[src/rtl/core/smta_pkg.sv]
// Package for the sliding median threshold alert block.
// Holds the fixed field widths, the sequencer state type and the cell control struct.
// No dependencies.
package smta_pkg;

  // Fixed widths of the configuration register and result fields
  localparam int CFG_W     = 9;
  localparam int COUNT_W   = 32;
  localparam int DM_OUT_W  = 17;

  // Sequencer states
  typedef enum logic [1:0] {
    ST_IDLE,
    ST_UPD,
    ST_MED
  } state_t;

  // Control broadcast to every sorted cell
  typedef struct packed {
    logic upd;  // load the new cell value this cycle
    logic del;  // window is full: evict the oldest sample while inserting
  } cell_ctrl_t;

endpackage

[src/rtl/core/smta_cell.sv]
// One cell of the sorted sample row: holds one sorted value.
// Evicts and inserts in one step using values from its two neighbors.
// Depends on smta_pkg for the control struct.
module smta_cell #(
  parameter int SAMPLE_BITS = 16,
  parameter int CNT_W       = 9,
  parameter int IDX         = 0
) (
  input  logic                    clk,
  input  smta_pkg::cell_ctrl_t    ctrl_i,
  input  logic [SAMPLE_BITS-1:0]  old_i,     // sample leaving the window
  input  logic [SAMPLE_BITS-1:0]  smp_i,     // sample entering the window
  input  logic [CNT_W-1:0]        keep_i,    // entries left after eviction
  input  logic [SAMPLE_BITS-1:0]  prev_d_i,  // left neighbor after eviction
  input  logic                    prev_gt_i, // left neighbor lies above the new sample
  input  logic [SAMPLE_BITS-1:0]  next_c_i,  // right neighbor value
  output logic [SAMPLE_BITS-1:0]  c_o,
  output logic [SAMPLE_BITS-1:0]  d_o,
  output logic                    gt_o
);

  logic [SAMPLE_BITS-1:0] c_r;
  logic [SAMPLE_BITS-1:0] c_nxt;
  logic [SAMPLE_BITS-1:0] d;
  logic                   gt;

  // Close the gap left by the evicted value: pull from the right
  assign d = (ctrl_i.del && (c_r >= old_i)) ? next_c_i : c_r;

  // Cells past the kept entries count as above any sample
  assign gt = (CNT_W'(IDX) >= keep_i) || (d > smp_i);

  // Open a slot for the new sample: take from the left, or take the sample
  always_comb begin
    if (gt) begin
      c_nxt = prev_gt_i ? prev_d_i : smp_i;
    end else begin
      c_nxt = d;
    end
  end

  always_ff @(posedge clk) begin
    if (ctrl_i.upd) begin
      c_r <= c_nxt;
    end
  end

  assign c_o  = c_r;
  assign d_o  = d;
  assign gt_o = gt;

endmodule

[config.mk]
export PLATFORM = sky130hd
export DESIGN_NAME = smta_cell
export DESIGN_NICKNAME = d
export VERILOG_FILES = /design/src/rtl/core/smta_pkg.sv /design/src/rtl/core/smta_cell.sv
export SDC_FILE = /design/constraint.sdc
export NUM_CORES = 1
export LEC_CHECK = 0
export ABC_AREA = 1
export BUFFER_PORTS_ARGS = -buffer_cell sky130_fd_sc_hd__buf_2
export CORE_MARGIN = 3
export CORE_UTILIZATION = 45
export DETAILED_ROUTE_END_ITERATION = 12
export GPL_TIMING_DRIVEN = 0
export MAX_ROUTING_LAYER = met4
export PLACE_DENSITY = 0.79
export SYNTH_ARGS = -nofsm -noshare
export SYNTH_HDL_FRONTEND = slang
export SYNTH_SLANG_ARGS = --single-unit
[constraint.sdc]
create_clock -name clk -period 9.2 [get_ports clk]
set_input_delay 0.92 -clock clk [delete_from_list [all_inputs] [get_ports clk]]
set_output_delay 0.92 -clock clk [all_outputs]
set_load 0.02 [all_outputs]
# == After elaboration in Yosys (flattened, before gate mapping) ==
# Index checks and enable logic that the tools add are counted.
# classes
magnitude_cmp,3
mux,3
reduce_logical,2
# ops
cell,n
2-to-1 mux 16 bit,3
greater-or-equal comparator 16 bit,1
greater-than comparator 16 bit,1
"greater-or-equal comparator 1 x 9 -> 1 bit, first input constant",1
logical AND 1 bit,1
logical OR 1 bit,1
# totals
in_bits,77
elab_cells,9
output_inout_bits,33
reg_bits,16

# == Longest topological paths before layout ==
# logic_depth
ltp_word,6
mapped_depth,30

# == Worst setup path before layout ==
# OpenSTA, ideal clock, no wires.
# synth_path
path_kind,input to output
start,in old_i[11]
end,out gt_o
cell_stages,20
n_path_buf,2
arrival_time_ps,3314
path_slack_ps,4966
required_ps,8280
cell_sequence,inv_1 ha_1 a21oi_1 o21ai_1 a21oi_2 nand2_4 nand2_4 buf_6 nand2_2 and2_1 ha_1 nand2_1 nor2_1 nand2_1 nand2_1 nand2_1 nand2_2 nand2_1 o21ai_4 buf_6
# synth_between
elab_chain_cells,5
# synth_rtl
item,line,rtl
start: declaration,smta_cell.sv:11,"input logic [SAMPLE_BITS-1:0] old_i,"
greater-or-equal comparator 16 bit,smta_cell.sv:28,assign d = (ctrl_i.del && (c_r >= old_i)) ? next_c_i : c_r;
logical AND 1 bit,smta_cell.sv:28,
2-to-1 mux 16 bit,smta_cell.sv:28,
via d_o[7],smta_cell.sv:18,"output logic [SAMPLE_BITS-1:0] d_o,"
greater-than comparator 16 bit,smta_cell.sv:31,assign gt = (CNT_W'(IDX) >= keep_i) || (d > smp_i);
logical OR 1 bit,smta_cell.sv:31,
end: declaration,smta_cell.sv:19,output logic gt_o
# The timed path passes the listed nets, and every way through them passes these cells.

# == Final worst setup path ==
# layout_path
start,in old_i[11]
end,out gt_o
# layout_between
elab_chain_cells,5
# layout_rtl
item,line
greater-or-equal comparator 16 bit,smta_cell.sv:28
logical AND 1 bit,smta_cell.sv:28
2-to-1 mux 16 bit,smta_cell.sv:28
greater-than comparator 16 bit,smta_cell.sv:31
logical OR 1 bit,smta_cell.sv:31
# Every way passes these cells.

==> results.yml <==
cts:
  cts-root-buf: "clkbuf_8"
  clock_latency_ns: 0.25
  cts.path.max_buffers: 2
  cts_setup_buffers: 0
  numClockSinks: 16
  post_cts_resize_count: 0
  clk_pin_slew_ns: 0.06
  hold_buffers: 0
  h-tree-depth: 1
  cts_tree: "done"
  numCtsBuffers: 3
setup_path:
  r2r-start: "c_o[3]$_DFFE_PP_"
  crit_chain: "buf_2 > inv_1 > ha_1 > a21oi_1 > o21ai_1 > a21oi_2 > nand2_4 > nand2_4 > buf_6 > nand2_2 > and2_1 > ha_1 > nand2_1 > nor2_1 > nand2_1 > nand2_1 > nand2_1 > nand2_2 > nand2_1 > o21ai_4 > buf_6 > buf_2"
  critPathRequiredTime_ns: 8.28
  cp_max_fo: 10
  cp-startpoint: "old_i[11]"
  start_kind: "input port"
  worst-setup-path-type: "input port to output port"
  max_stage_delay_ns: 0.32
  crit_path_end_kind: "output port"
  critPathArrivalTime_ns: 3.70
  crit_path_frequent_cell: "nand2_1"
  cp_slowest_cell: "ha_1"
floorplan:
  rows: 24
  die_area_mm2: 0.00575
  dieHeight_um: 75.9
  start_util_pct: 48.4
  coreArea_mm2: 0.00453
  io_pins: 110
  die_w_um: 75.9
power_and_ir_drop:
  vdd_drop_max_mv: 0.120
  power.leakage_nw: 1.71
  total_power_mw: 0.943
  p_per_area_mw_per_mm2: 329
synth:
  ys_types: 25
  synthTopCellsByCount: "nand2_1, inv_1, nand3_1, ha_1, o21ai_0"
  synthAdderAreaFrac_pct: 18.2
  synthMuxAreaShare_pct: 0.513
  synth_top_area_cell: "edfxtp_1"
  synthArstFlopShare_pct: 0
  yosysSeqAreaShare_pct: 21.9
  post-synth-top-area-fraction_pct: 21.9
  yosys.area_share.simple_pct: 35.0
  synth.net_count: 440
  ys_ff_latch: 16
  synth_area_leaders: "edfxtp_1, ha_1, nand2_1"
  netlist_area_mm2: 0.00220
  synth_flop_cell: "edfxtp_1"
  synthXorXnorAreaFrac_pct: 0
  synthMostInstantiatedCell: "nand2_1"
  synth_compound_area_share_pct: 9.40
  syn_avg_cell_area_um2: 6.63
  synth_top_family_by_area: "simple AND/OR/NAND/NOR gates"
  synthCells: 331
  ys_warn_count: 0
  synth_edf_count: 16
detailed_routing:
  first_pass_iters: 4
  route.met3.wl_um: 298
  wl_met1_mm: 2.55
  detailroute.via_count: 2412
  wl_met2_mm: 2.91
  drt_iter0_markers: 91
  ant_nets: 0
  detail_route.vias_per_cell: 4.75
  drc: 0
  top_layer: "met4"
  post_drt_wl_per_cell_um: 11.5
  drt_wl_total_mm: 5.83
outcome:
  status: "finished, final reports clean"
place:
  place_congestion: 0.932
  dp.final_hpwl_mm: 5.18
  portBuffers: 108
sta:
  rsz0062_at_grt: "false"
  setup_viol: 0
  max_slew_margin_pct: 69.6
  fin_setup_tns_ns: 0
  fmax_mhz: 217
  finalHoldViolCount: 0
  finClkSkew_ns: 0.00315
  hold_ws_ns: 0.718
  maxSlewViolCount: 0
  fin_crit_sh_pct: 50.2
  min_period_ns: 4.62
  tightest_slew_ns: 0.455
layout:
  areaGrowthSynthToFinish_pct: 30.4
  multi_input_area_mm2: 0.00139
  drive_gt1_share_pct: 30.5
  num_antenna_cells: 0
  nFillCells: 403
  nets: 553
  regArea_um2: 480
  largest_register_ffs: 16
  final_util_pct: 63.1
run:
  maxCapViolations: 0
min_path:
  hp-class: "flip-flop to flip-flop"
  hp-start: "c_o[1]$_DFFE_PP_"
global_route:
  grt_max_degree: 17
  overflow: 0
  grt_usage_pct: 20.8
  grt_pass1_wl_mm: 9.11
  antenna_found_initial: 0
  grt_pass1_vias: 2137
## final timing paths
kind | end | slack, ns | cells after the start
setup / recovery | gt_o | 4.58 | 22
hold / removal | c_o[1]$_DFFE_PP_ | 0.72 | 4
setup reg to reg | c_o[11]$_DFFE_PP_ | 5.93 | 26
hold reg to reg | c_o[1]$_DFFE_PP_ | 0.72 | 4
## worst max-delay path: cells and delay by family
| kind | cells | cell delay [ns] |
|---|---|---|
| AND/OR/NAND/NOR | 11 | 1.03 |
| buffers and inverters | 5 | 0.61 |
| adder cells (fa/ha/maj) | 2 | 0.61 |
| AO/OA/AOI/OAI | 4 | 0.52 |
## where the power goes
part / internal, mW / switching [mW]
sequential: 0.142 / 0.0301
clock: 0.0295 / 0.0222
combinational: 0.266 / 0.453
total: 0.438 / 0.505
## layout by cell type, fill, tap and decap left out, types with 14 or more instances in the layout
cell type | netlist | layout
nand3_1 | 35 | 35
buf_2 | 1 | 109
nand2_1 | 84 | 84
inv_1 | 71 | 71
nor2_1 | 14 | 14
ha_1 | 32 | 32
and2_1 | 15 | 15
edfxtp_1 | 16 | 16
o21ai_0 | 17 | 17
## layer usage
metal | track usage [%] | vias up
met5 | - | -
met4 | 4.47 | 0
met3 | 1.06 | 6
met2 | 36.1 | 92
met1 | 26.7 | 1038
li1 | - | 1276
## area by class of cell
class / instances / share of cell area [%]
Inverter: 71 / 9.31
Timing Repair Buffer: 108 / 18.9
Clock buffer: 3 / 1.44
Buffer: 9 / 2.14
Multi-Input combinational cell: 235 / 48.5
Clock inverter: 1 / 0.131
Sequential cell: 16 / 16.8
Tap cell: 65 / 2.84
## cell families (layout without fill, tap and decap cells)
group,after synthesis,in the layout
flip-flops,16,16
buffers and inverters,80,192
multiplexers,1,1
AND/OR/NAND/NOR,167,167
AO/OA/AOI/OAI,35,35
adder cells (fa/ha/maj),32,32
## through the flow
stage	setup slack, ns	cell area [um2]	instances
after floorplan	4.97	2200	331
after global placement	4.62	2820	504
after detailed placement	4.56	2820	504
after CTS	4.55	2860	508
after global routing	4.26	2860	508
final	4.58	2860	508
Note: power is estimated with default switching activity, not from simulation.
